## src/design/rkn_pkg.sv

```systemverilog
`timescale 1ns / 1ps
`default_nettype none
// ----------------------------------------------------------------------------
// rkn_pkg - shared types for the running k-th nearest point core
// word layouts of both channels, the sort key and the cell link structs
// ----------------------------------------------------------------------------
package rkn_pkg;

  localparam int KEY_W   = 64;
  localparam int COORD_W = 16;
  localparam int DIST_W  = 32;
  localparam int RANK_W  = 7;

  // register index on the config port
  localparam logic REG_RANK_K = 1'b0;

  // flips the sign bit so signed coords order as unsigned
  localparam logic [COORD_W-1:0] SIGN_FLIP = 16'h8000;

  typedef struct packed {
    logic signed [COORD_W-1:0] x_coord;
    logic signed [COORD_W-1:0] y_coord;
    logic                      start_set;
    logic                      report;
  } pt_word_t;

  typedef struct packed {
    logic signed [COORD_W-1:0] kth_x;
    logic signed [COORD_W-1:0] kth_y;
    logic        [DIST_W-1:0]  kth_dist;
    logic                      kth_valid;
  } res_word_t;

  // key broadcast to every cell in the chain
  typedef struct packed {
    logic             ins;
    logic [KEY_W-1:0] key;
  } rkn_bcast_t;

  // what a cell hands to its right-hand neighbor
  typedef struct packed {
    logic             after;
    logic [KEY_W-1:0] key;
  } rkn_link_t;

endpackage : rkn_pkg
`default_nettype wire

```

## src/design/rkn_key.sv

```systemverilog
`timescale 1ns / 1ps
`default_nettype none
// ----------------------------------------------------------------------------
// rkn_key - sort key front stage
// squares both coordinates and registers the packed distance/x/y key
// ----------------------------------------------------------------------------
module rkn_key
  import rkn_pkg::*;
(
  input  wire logic             clk,
  input  wire logic             rst,
  input  wire logic             load,
  input  wire pt_word_t         pt,
  output logic                  key_valid,
  output logic [KEY_W-1:0]      key,
  output logic                  key_start,
  output logic                  key_report
);

  logic [COORD_W:0]   ax;
  logic [COORD_W:0]   ay;
  logic [DIST_W-1:0]  sq_dist;
  logic [KEY_W-1:0]   key_next;

  // magnitude needs 17 bits for -32768
  assign ax = pt.x_coord[COORD_W-1] ? ((COORD_W+1)'(0) - {pt.x_coord[COORD_W-1], pt.x_coord})
                                    : {1'b0, pt.x_coord};
  assign ay = pt.y_coord[COORD_W-1] ? ((COORD_W+1)'(0) - {pt.y_coord[COORD_W-1], pt.y_coord})
                                    : {1'b0, pt.y_coord};

  // widen before squaring so the products keep all their bits
  assign sq_dist = DIST_W'(ax) * DIST_W'(ax) + DIST_W'(ay) * DIST_W'(ay);

  assign key_next = {sq_dist, pt.x_coord ^ SIGN_FLIP, pt.y_coord ^ SIGN_FLIP};

  always_ff @(posedge clk) begin
    if (rst) begin
      key_valid <= 1'b0;
    end else begin
      key_valid <= load;
    end
  end

  always_ff @(posedge clk) begin
    if (load) begin
      key        <= key_next;
      key_start  <= pt.start_set;
      key_report <= pt.report;
    end
  end

endmodule : rkn_key
`default_nettype wire

```

## config.mk

```make
export PLATFORM = sky130hd
export DESIGN_NAME = rkn_key
export DESIGN_NICKNAME = d
export VERILOG_FILES = /design/src/design/rkn_pkg.sv /design/src/design/rkn_key.sv
export SDC_FILE = /design/constraint.sdc
export NUM_CORES = 1
export LEC_CHECK = 0
export CAP_MARGIN = 20
export CORE_MARGIN = 4
export CORE_UTILIZATION = 55
export CTS_CLUSTER_DIAMETER = 40
export CTS_CLUSTER_SIZE = 40
export DETAILED_ROUTE_END_ITERATION = 10
export DONT_BUFFER_PORTS = 1
export GPL_TIMING_DRIVEN = 0
export PLACE_DENSITY = 0.7
export SLEW_MARGIN = 20
export SYNTH_ARGS = -nofsm -noshare
export SYNTH_HDL_FRONTEND = slang
export SYNTH_SLANG_ARGS = --single-unit
export TNS_END_PERCENT = 30
```

## constraint.sdc

```tcl
create_clock -name clk -period 19.7 [get_ports clk]
set_input_delay 1.97 -clock clk [delete_from_list [all_inputs] [get_ports clk]]
set_output_delay 1.97 -clock clk [all_outputs]
set_load 0.05 [all_outputs]
```

==> results.md <==
* Yosys reg bits at between 60 and 70
* Num ports at around 100
* # resized after CTS at 0
* GRT Residual Overflow at 0
* Unrepaired setup endpoints after global routing: false
* Core footprint at roughly 0.033 mm^2
* Vias per cell at 5.13
* Final core occ at between 50% and 60%
* Post-CTS Setup Repair Bufs at 0
* Period utilisation layout at around three fifths
* CP most frequent cell: fa_1
* Max-slew violations at 0
* Setup violators final at 0
* Vias post-DR at 12300
* Synth Area in Adders at between 60% and 70%
* Setup crit start kind: input port
* Synth Instances at roughly 1900
* Drt wl/cell at around 17 um
* Worst-Margin Slew at between 1 and 1.5 ns
* Commonest cells post-synth: inv_1, fa_1, ha_1, nand2_1, nor2_1
* Synth Flop Type: edfxtp_1
* Crit path capture type: flop
* Synth warn at 0
* Sequential fraction of the synthesis area at between 10 and 15%
* CTS tree: built
* Width of the die at roughly 190 um
* Clock transition at path regs at roughly 0.070 ns
* Synth unique cells at between 60 and 70
* First DRT Iteration DRCs at between 600 and 700
* Worst Path Max Fanout at 10
* Biggest area consumer among synthesized cells: fa_1
* Drt total wl at slightly above 40 mm
* DPL Wire Length at ~36 mm
* First-pass GRT wire length at 67.9 mm
* Post-route antenna net violation count at 0
* Most common cell in the synthesized netlist: inv_1
* Synth Area in XOR/XNOR at about 3.4%
* Die span in y at roughly 190 um
* CTS Hold Buffers Added at 0
* Fmax at slightly above 80 MHz
* Largest net degree at the start of global routing at 68
* Post-synth top area share at between 40% and 50%
* Critical Path Slowest Stage Cell: xnor2_1
* Vias in the first global route at ~14000
* Fill count at roughly 2800
* Ranking of synthesized cells by area: fa_1, inv_1, ha_1, edfxtp_1, nand2_1
* Async S/R FF share, synth at 0%
* Fin Hold WS at between 1.5 and 2 ns
* CP peak stage delay at roughly 0.86 ns
* EDFF count, synth at 66
* Initial antenna violation count at 0
* Maxcap violations at 0
* Req. time, crit path at 19.80 ns
* Critical Path AT at approximately 12 ns
* Synth Area in Compound Gates at 3.93%
* Status: complete, no violations
* Largest family of logic cells by synthesized area: adder cells
* Initial core utilization at 56.2%
* Avg Synthesized Cell Area at 9.88 um^2
* Root buf cell: clkbuf_16
* H-tree Lvls at 3
* Die area at approximately 0.036 mm^2
* Fin. Hold Viols at 0
* Simple-Gate Fraction of Synth Area at approximately 7.9%
* Slew margin rel. at about 22%
* Setup CP Type: input port to flop
* Clock Sinks at 67
* Period minus WS final at roughly 12 ns
* N_diodes at 0
* Post-synthesis mux area share at less than 1%
* Number of port buffers at 0
* Hold_sp: rst
* Total track usage at 24.1%
* Clock Tree Buf Depth at 2
* Share of layout cells above drive strength 1 at under 10%
* Setup TNS at 0 ns
* Hold depth at 1
* Hold Path Class: input port to flop
* Pre-antenna DRT Iters at 5
* Endpoint, Worst Hold: key_valid
* Placer congestion estimate at slightly above 0.9
* Synthesis-to-finish area growth at 6.27%
* Cell area after synthesis at ~0.018 mm^2
* Row Count at between 60 and 70
* Cts bufs inserted at 9
* Fin nets at 2600
* Residual DRC at 0
==> registers in the layout, summed over array words and instances, names as in the netlist <==
signal and count:
key 64, key_start 1, key_valid 1, key_report 1
==> worst max-delay path: cells and delay by family <==
kind                     cells  cell delay, ns
AO/OA/AOI/OAI                5            1.38
buffers and inverters       10            1.93
adder cells (fa/ha/maj)     10            4.73
XOR/XNOR                     1            0.86
AND/OR/NAND/NOR              4            1.25
==> metrics by stage <==
step	area [um^2]	std cells	worst slack (ns)
after floorplan	18600	1933	9.58
after global placement	19200	2375	7.81
after detailed placement	19200	2375	7.63
after CTS	19500	2391	7.96
after global routing	19500	2391	7.35
final	19500	2391	7.67
==> per-layer routing <==
metal | vias to the layer above | wire (um) | global-route usage, %
li1 | 5503 | - | -
met1 | 6303 | 14200 | 28.0
met2 | 354 | 22600 | 44.9
met3 | 94 | 2040 | 3.08
met4 | 0 | 1710 | 10.0
met5 | - | 0 | 0
==> worst max-delay path by stage <==
stage / cells after the start / slack [ns] / endpoint / start
floorplan: 30 / 9.58 / key[63] / pt[26]
global placement: 31 / 7.81 / key[63] / pt[18]
detailed placement: 31 / 7.63 / key[63] / pt[18]
CTS: 31 / 7.96 / key[63] / pt[18]
global route: 31 / 7.35 / key[63] / pt[18]
finish: 30 / 7.67 / key[55] / pt[18]
==> final cells by class <==
class	instances	area (um^2)	area share, %
Clock inverter	7	80.1	0.410
Buffer	24	103	0.526
Multi-Input combinational cell	1210	14200	72.7
Inverter	632	2370	12.2
Sequential cell	67	2000	10.3
Clock buffer	9	225	1.15
Tap cell	442	553	2.83
==> kinds of logic (layout without fill, tap and decap cells) <==
kind of cell	after synthesis	in the layout
muxes	2	2
DFF	67	67
adders and majority gates	619	619
other	2	76
AOI/OAI and AO/OA	103	103
xor gates and xnor gates	69	69
buffers and inverters	656	672
and+or+nand+nor	341	341
==> layout by cell type, fill, tap and decap left out, types with 5 or more instances in the layout <==
| cell | n |
|---|---|
| inv_1 | 620 |
| fa_1 | 441 |
| ha_1 | 178 |
| nand2_1 | 152 |
| nor2_1 | 120 |
| conb_1 | 76 |
| edfxtp_1 | 66 |
| xnor2_1 | 38 |
| xor2_1 | 26 |
| a21oi_1 | 24 |
| clkbuf_1 | 20 |
| nand3_1 | 19 |
| o21ai_0 | 16 |
| a21o_1 | 12 |
| o31ai_1 | 10 |
| clkbuf_16 | 9 |
| nor3_1 | 8 |
| or3_1 | 7 |
| inv_2 | 6 |
| clkinv_1 | 6 |
| o21bai_1 | 5 |
| nor2b_1 | 5 |
Power is left out: the tool's default activity adds up to more than one toggle a clock period on the data nets, which glitch-free logic cannot reach.
