**src/design/rkn_pkg.sv**
```systemverilog
`timescale 1ns / 1ps
`default_nettype none
// ----------------------------------------------------------------------------
// rkn_pkg - shared types for the running k-th nearest point core
// word layouts of both channels, the sort key and the cell link structs
// ----------------------------------------------------------------------------
package rkn_pkg;

  localparam int KEY_W   = 64;
  localparam int COORD_W = 16;
  localparam int DIST_W  = 32;
  localparam int RANK_W  = 7;

  // register index on the config port
  localparam logic REG_RANK_K = 1'b0;

  // flips the sign bit so signed coords order as unsigned
  localparam logic [COORD_W-1:0] SIGN_FLIP = 16'h8000;

  typedef struct packed {
    logic signed [COORD_W-1:0] x_coord;
    logic signed [COORD_W-1:0] y_coord;
    logic                      start_set;
    logic                      report;
  } pt_word_t;

  typedef struct packed {
    logic signed [COORD_W-1:0] kth_x;
    logic signed [COORD_W-1:0] kth_y;
    logic        [DIST_W-1:0]  kth_dist;
    logic                      kth_valid;
  } res_word_t;

  // key broadcast to every cell in the chain
  typedef struct packed {
    logic             ins;
    logic [KEY_W-1:0] key;
  } rkn_bcast_t;

  // what a cell hands to its right-hand neighbor
  typedef struct packed {
    logic             after;
    logic [KEY_W-1:0] key;
  } rkn_link_t;

endpackage : rkn_pkg
`default_nettype wire

```
**src/design/rkn_cell.sv**
```systemverilog
`timescale 1ns / 1ps
`default_nettype none
// ----------------------------------------------------------------------------
// rkn_cell - one slot of the sorted chain
// holds one key; on insert it keeps, takes the new key or takes its neighbor's
// ----------------------------------------------------------------------------
module rkn_cell
  import rkn_pkg::*;
(
  input  wire logic       clk,
  input  wire rkn_bcast_t bcast,
  input  wire logic       occupied,
  input  wire rkn_link_t  prev,
  output rkn_link_t       link
);

  logic [KEY_W-1:0] key;
  logic             after;

  // empty slots behave as +infinity
  assign after = !occupied || (key > bcast.key);

  assign link.after = after;
  assign link.key   = key;

  always_ff @(posedge clk) begin
    if (bcast.ins && after) begin
      key <= prev.after ? prev.key : bcast.key;
    end
  end

endmodule : rkn_cell
`default_nettype wire

```
**config.mk**
```make
export PLATFORM = sky130hd
export DESIGN_NAME = rkn_cell
export DESIGN_NICKNAME = d
export VERILOG_FILES = /design/src/design/rkn_pkg.sv /design/src/design/rkn_cell.sv
export SDC_FILE = /design/constraint.sdc
export NUM_CORES = 1
export LEC_CHECK = 0
export BUFFER_PORTS_ARGS = -buffer_cell sky130_fd_sc_hd__buf_2
export CAP_MARGIN = 20
export CORE_MARGIN = 5
export CORE_UTILIZATION = 47
export CTS_CLUSTER_DIAMETER = 60
export CTS_CLUSTER_SIZE = 12
export DETAILED_ROUTE_END_ITERATION = 8
export HOLD_SLACK_MARGIN = 0.03
export PLACE_DENSITY = 0.92
export SYNTH_ARGS = -nofsm -noshare
export SYNTH_HDL_FRONTEND = slang
export SYNTH_SLANG_ARGS = --single-unit
```
**constraint.sdc**
```tcl
create_clock -name clk -period 12 [get_ports clk]
set_clock_uncertainty 0.05 [all_clocks]
set_input_delay 3 -clock clk [delete_from_list [all_inputs] [get_ports clk]]
set_output_delay 3 -clock clk [all_outputs]
set_load 0.01 [all_outputs]
```
==> run_summary.xml <==
<?xml version="1.0" encoding="UTF-8"?>
<metrics>
  <group name="drt">
    <metric name="drt_iter0_markers" unit="">153</metric>
    <metric name="met1_length" unit="µm">4710</metric>
    <metric name="totalWireLength" unit="µm">11300</metric>
    <metric name="detail_route.first_pass.iterations" unit="">4</metric>
    <metric name="detail-route-antenna-nets" unit="">0</metric>
    <metric name="drt_drc_violations_left" unit="">0</metric>
    <metric name="dr_total_vias" unit="">3882</metric>
    <metric name="maxUsedRoutingLayer" unit="">met4</metric>
    <metric name="drt-vias-per-instance" unit="">5.20</metric>
    <metric name="met3_wirelength" unit="µm">966</metric>
    <metric name="route.met2.wl" unit="µm">5420</metric>
    <metric name="route.detailed.wl_per_inst" unit="µm">15.1</metric>
  </group>
  <group name="final_layout">
    <metric name="drive_above_1_share" unit="">0.340</metric>
    <metric name="final_area" unit="mm²">0.00545</metric>
    <metric name="finish.cell_count_without_fillers" unit="">747</metric>
    <metric name="seq_area" unit="mm²">0.00192</metric>
    <metric name="fillerInstances" unit="">722</metric>
    <metric name="multiInputGateArea" unit="mm²">0.00197</metric>
    <metric name="register_bank_with_the_most_flops" unit="">key</metric>
    <metric name="largest_reg_flops" unit="">64</metric>
    <metric name="diodes" unit="">0</metric>
    <metric name="top_regs" unit="">key (64)</metric>
    <metric name="area_growth" unit="%">29.9</metric>
    <metric name="finish.net_count" unit="">831</metric>
  </group>
  <group name="clock_tree">
    <metric name="clkTransAtPathRegs" unit="ps">80</metric>
    <metric name="cts-root-buf" unit="">sky130_fd_sc_hd__clkbuf_8</metric>
    <metric name="post_cts_resized" unit="">0</metric>
    <metric name="htree_levels" unit="">3</metric>
    <metric name="numClockSinks" unit="">64</metric>
    <metric name="cts_setup_buffers" unit="">0</metric>
    <metric name="cts_made_buffers" unit="">9</metric>
    <metric name="ctsHoldBuffers" unit="">0</metric>
    <metric name="clk_path_buf_depth" unit="">2</metric>
    <metric name="clock_tree_from_tritoncts" unit="">yes</metric>
    <metric name="clkLatencyLatePin" unit="ps">330</metric>
  </group>
  <group name="setup_path">
    <metric name="worstPathMaxFanout" unit="">2</metric>
    <metric name="worstSetupEndpointType" unit="">primary output</metric>
    <metric name="critical_path_s_top_delay_family" unit="">simple AND/OR/NAND/NOR gates</metric>
    <metric name="crit_path_top_delay_cell" unit="">sky130_fd_sc_hd__or4_4</metric>
    <metric name="path_common_cell" unit="">sky130_fd_sc_hd__buf_2</metric>
    <metric name="critPathMaxStageDelay" unit="ps">520</metric>
    <metric name="worstPathRequired" unit="ps">8950</metric>
    <metric name="path_cells" unit="">buf_2, inv_1, ha_1, a21o_1, nand3_1, a211oi_1, or4_4, a2111oi_2, nor2_1, buf_2</metric>
    <metric name="critical_path.n_buffers_inverters" unit="">3</metric>
    <metric name="critPathLaunchType" unit="">input port</metric>
    <metric name="timing_worst_setup_path_type" unit="">input port to primary output</metric>
    <metric name="data_arrival_time_of_the_critical_path" unit="ps">4920</metric>
  </group>
  <group name="synthesis">
    <metric name="ys_seq_area_frac" unit="">0.458</metric>
    <metric name="synthSimpleGateAreaFrac" unit="">0.124</metric>
    <metric name="number_of_enable_flip_flop_cells_after_synthesis" unit="">64</metric>
    <metric name="post_synth_mux_area_share" unit="">0.00268</metric>
    <metric name="asyncSetResetFlopFracSynth" unit="">0</metric>
    <metric name="yosys.area_share.adder" unit="">0.191</metric>
    <metric name="xor_xnor_fraction_of_synth_area" unit="">0</metric>
    <metric name="synth.avg_cell_area" unit="µm²">9.52</metric>
    <metric name="share_of_the_synthesized_area_in_compound_gates_ao_oa_aoi_oai" unit="">0.150</metric>
    <metric name="mappedNetlistNets" unit="">637</metric>
    <metric name="number_of_distinct_standard_cells_referenced_by_the_synthesized_netlist" unit="">35</metric>
    <metric name="netlist_instances" unit="">441</metric>
    <metric name="synth_seq_cells" unit="">64</metric>
    <metric name="post_synth_instance_area" unit="mm²">0.00420</metric>
    <metric name="synthFlopType" unit="">sky130_fd_sc_hd__edfxtp_1</metric>
    <metric name="synth_top_family_by_area" unit="">adder cells</metric>
    <metric name="ys.warnings.count" unit="">0</metric>
  </group>
  <group name="global_route">
    <metric name="number_of_antenna_violations_at_the_first_check_in_global_routing" unit="">0</metric>
    <metric name="grt_overflow_total" unit="">0</metric>
    <metric name="grt_pass1_wl" unit="µm">18300</metric>
    <metric name="grt_max_degree" unit="">66</metric>
    <metric name="grt_util_all_layers" unit="">0.202</metric>
    <metric name="grt_pass1_vias" unit="">4027</metric>
  </group>
  <group name="timing">
    <metric name="timing_hold_violations_final" unit="">0</metric>
    <metric name="post-route-worst-setup-slack" unit="ps">4030</metric>
    <metric name="slew-limit-headroom" unit="">0.428</metric>
    <metric name="fin_setup_tns" unit="ps">0</metric>
    <metric name="worst_hold_slack" unit="ps">1450</metric>
    <metric name="final_min_period_over_clock_period" unit="">0.665</metric>
    <metric name="fmaxAchievable" unit="MHz">125</metric>
    <metric name="grt_setup_unrepaired" unit="">no</metric>
    <metric name="worst-slew-pin-transition" unit="ps">857</metric>
    <metric name="final_period_minus_worst_setup_slack" unit="ps">7970</metric>
    <metric name="slew_viol_final" unit="">0</metric>
    <metric name="timing.final.setup_violations" unit="">0</metric>
  </group>
  <group name="power_and_ir_drop">
    <metric name="leakagePower" unit="nW">2.72</metric>
    <metric name="power-per-cell-area" unit="mW/mm²">111</metric>
    <metric name="vdd_drop_max" unit="mV">0.0516</metric>
  </group>
  <group name="place">
    <metric name="routabilityCongestion" unit="">0.867</metric>
    <metric name="port_buffers" unit="">196</metric>
    <metric name="dpl-instance-area" unit="mm²">0.00528</metric>
    <metric name="detailed_place_hpwl" unit="µm">9100</metric>
    <metric name="worst_setup_timing_slack_at_the_placement_stage" unit="ps">4000</metric>
    <metric name="dp_cells" unit="">732</metric>
  </group>
  <group name="floorplan">
    <metric name="floorplan.rows" unit="">34</metric>
    <metric name="fp.dieH" unit="µm">104</metric>
    <metric name="dieArea" unit="mm²">0.0109</metric>
    <metric name="coreArea" unit="mm²">0.00872</metric>
    <metric name="initial_core_util" unit="">0.481</metric>
    <metric name="io-pin-count" unit="">197</metric>
    <metric name="die_width" unit="µm">104</metric>
  </group>
  <group name="run">
    <metric name="maxCapViolations" unit="">0</metric>
  </group>
  <group name="worst_hold_path">
    <metric name="hold_path_class" unit="">flop to flop</metric>
  </group>
  <group name="status">
    <metric name="status" unit="">finished, final reports clean</metric>
  </group>
</metrics>
==> layout by cell type (no fill, tap or decap), types with 3 or more instances in the layout <==
cell type	instances
sky130_fd_sc_hd__nand4_1	13
sky130_fd_sc_hd__o21ai_0	7
sky130_fd_sc_hd__a21oi_1	28
sky130_fd_sc_hd__a211oi_1	3
sky130_fd_sc_hd__clkbuf_8	9
sky130_fd_sc_hd__nand2_1	76
sky130_fd_sc_hd__a21o_1	3
sky130_fd_sc_hd__nand3_1	3
sky130_fd_sc_hd__o21ai_1	67
sky130_fd_sc_hd__nor3_1	3
sky130_fd_sc_hd__nor2b_1	3
sky130_fd_sc_hd__buf_2	195
sky130_fd_sc_hd__edfxtp_1	64
sky130_fd_sc_hd__nor2_1	5
sky130_fd_sc_hd__buf_4	3
sky130_fd_sc_hd__inv_1	66
sky130_fd_sc_hd__ha_1	64
==> power by group <==
| part | switching, mW | internal (mW) | total (mW) | leakage (nW) |
|---|---|---|---|---|
| sequential | 0.0106 | 0.273 | 0.283 | 0.609 |
| clock | 0.0822 | 0.0941 | 0.176 | 0.0868 |
| combinational | 0.0826 | 0.0621 | 0.145 | 2.03 |
| total | 0.176 | 0.429 | 0.604 | 2.72 |
==> per-stage QoR <==
stage,util,power (mW)
3_3_place_gp,0.605,0.426
2_1_floorplan,-,0.373
6_report,0.625,0.604
3_5_place_dp,0.605,0.433
5_1_grt,0.625,0.641
4_1_cts,0.625,0.610
==> metal layers <==
metal  vias to the layer above  GRT usage
li1                       1948          -
met3                        22     0.0621
met2                       171      0.340
met1                      1741      0.243
met5                         -          0
met4                         0     0.0694
==> worst paths after layout <==
kind                          start                 to  slack (ps)  depth (start not counted)
setup / recovery           bcast[5]           link[64]        4030                         10
hold / removal     key[2]$_DFFE_PP_  key[11]$_DFFE_PP_        1450                          5
setup reg to reg  key[55]$_DFFE_PP_  key[50]$_DFFE_PP_        8750                          8
hold reg to reg    key[2]$_DFFE_PP_  key[11]$_DFFE_PP_        1450                          5
==> cells by family (layout without fill, tap and decap cells) <==
group | Yosys count | after routing
adders and majority gates | 64 | 64
buffers and inverters | 82 | 280
AOI/OAI and AO/OA | 117 | 117
DFF | 64 | 64
and+or+nand+nor | 113 | 113
muxes | 1 | 1
==> cell usage after synthesis (2+ instances only) <==
master,number,area [µm²]
sky130_fd_sc_hd__o21ai_0,7,35.0
sky130_fd_sc_hd__nand3_1,3,15.0
sky130_fd_sc_hd__buf_1,3,11.3
sky130_fd_sc_hd__a21oi_1,28,140
sky130_fd_sc_hd__nor2b_1,3,18.8
sky130_fd_sc_hd__inv_1,66,248
sky130_fd_sc_hd__edfxtp_1,64,1920
sky130_fd_sc_hd__ha_1,64,801
sky130_fd_sc_hd__nand2b_1,2,12.5
sky130_fd_sc_hd__a21o_1,3,22.5
sky130_fd_sc_hd__o21ai_1,67,335
sky130_fd_sc_hd__a211oi_1,3,22.5
sky130_fd_sc_hd__a31oi_1,2,12.5
sky130_fd_sc_hd__nand4_1,13,81.3
sky130_fd_sc_hd__nand2_1,76,285
sky130_fd_sc_hd__clkbuf_1,11,41.3
sky130_fd_sc_hd__nor3_1,3,15.0
sky130_fd_sc_hd__nor2_1,5,18.8
sky130_fd_sc_hd__nor4_1,2,12.5
==> layout make-up <==
type                       count  share of cell area
clock buffer                  11              0.0241
clock inverter                 4             0.00849
inverter                      67              0.0464
multi-input combinational    295               0.361
sequential                    64               0.352
tap                          108              0.0248
timing repair buffer         198               0.183
==> worst min-delay path, cell delays in order (launching register included) <==
cell	delay [ps]
sky130_fd_sc_hd__edfxtp_1	370
sky130_fd_sc_hd__ha_1	160
sky130_fd_sc_hd__nand4_1	90
sky130_fd_sc_hd__nor2_1	170
sky130_fd_sc_hd__nor3b_2	60
sky130_fd_sc_hd__buf_4	380
No activity file was read; power rests on OpenSTA's default activity.
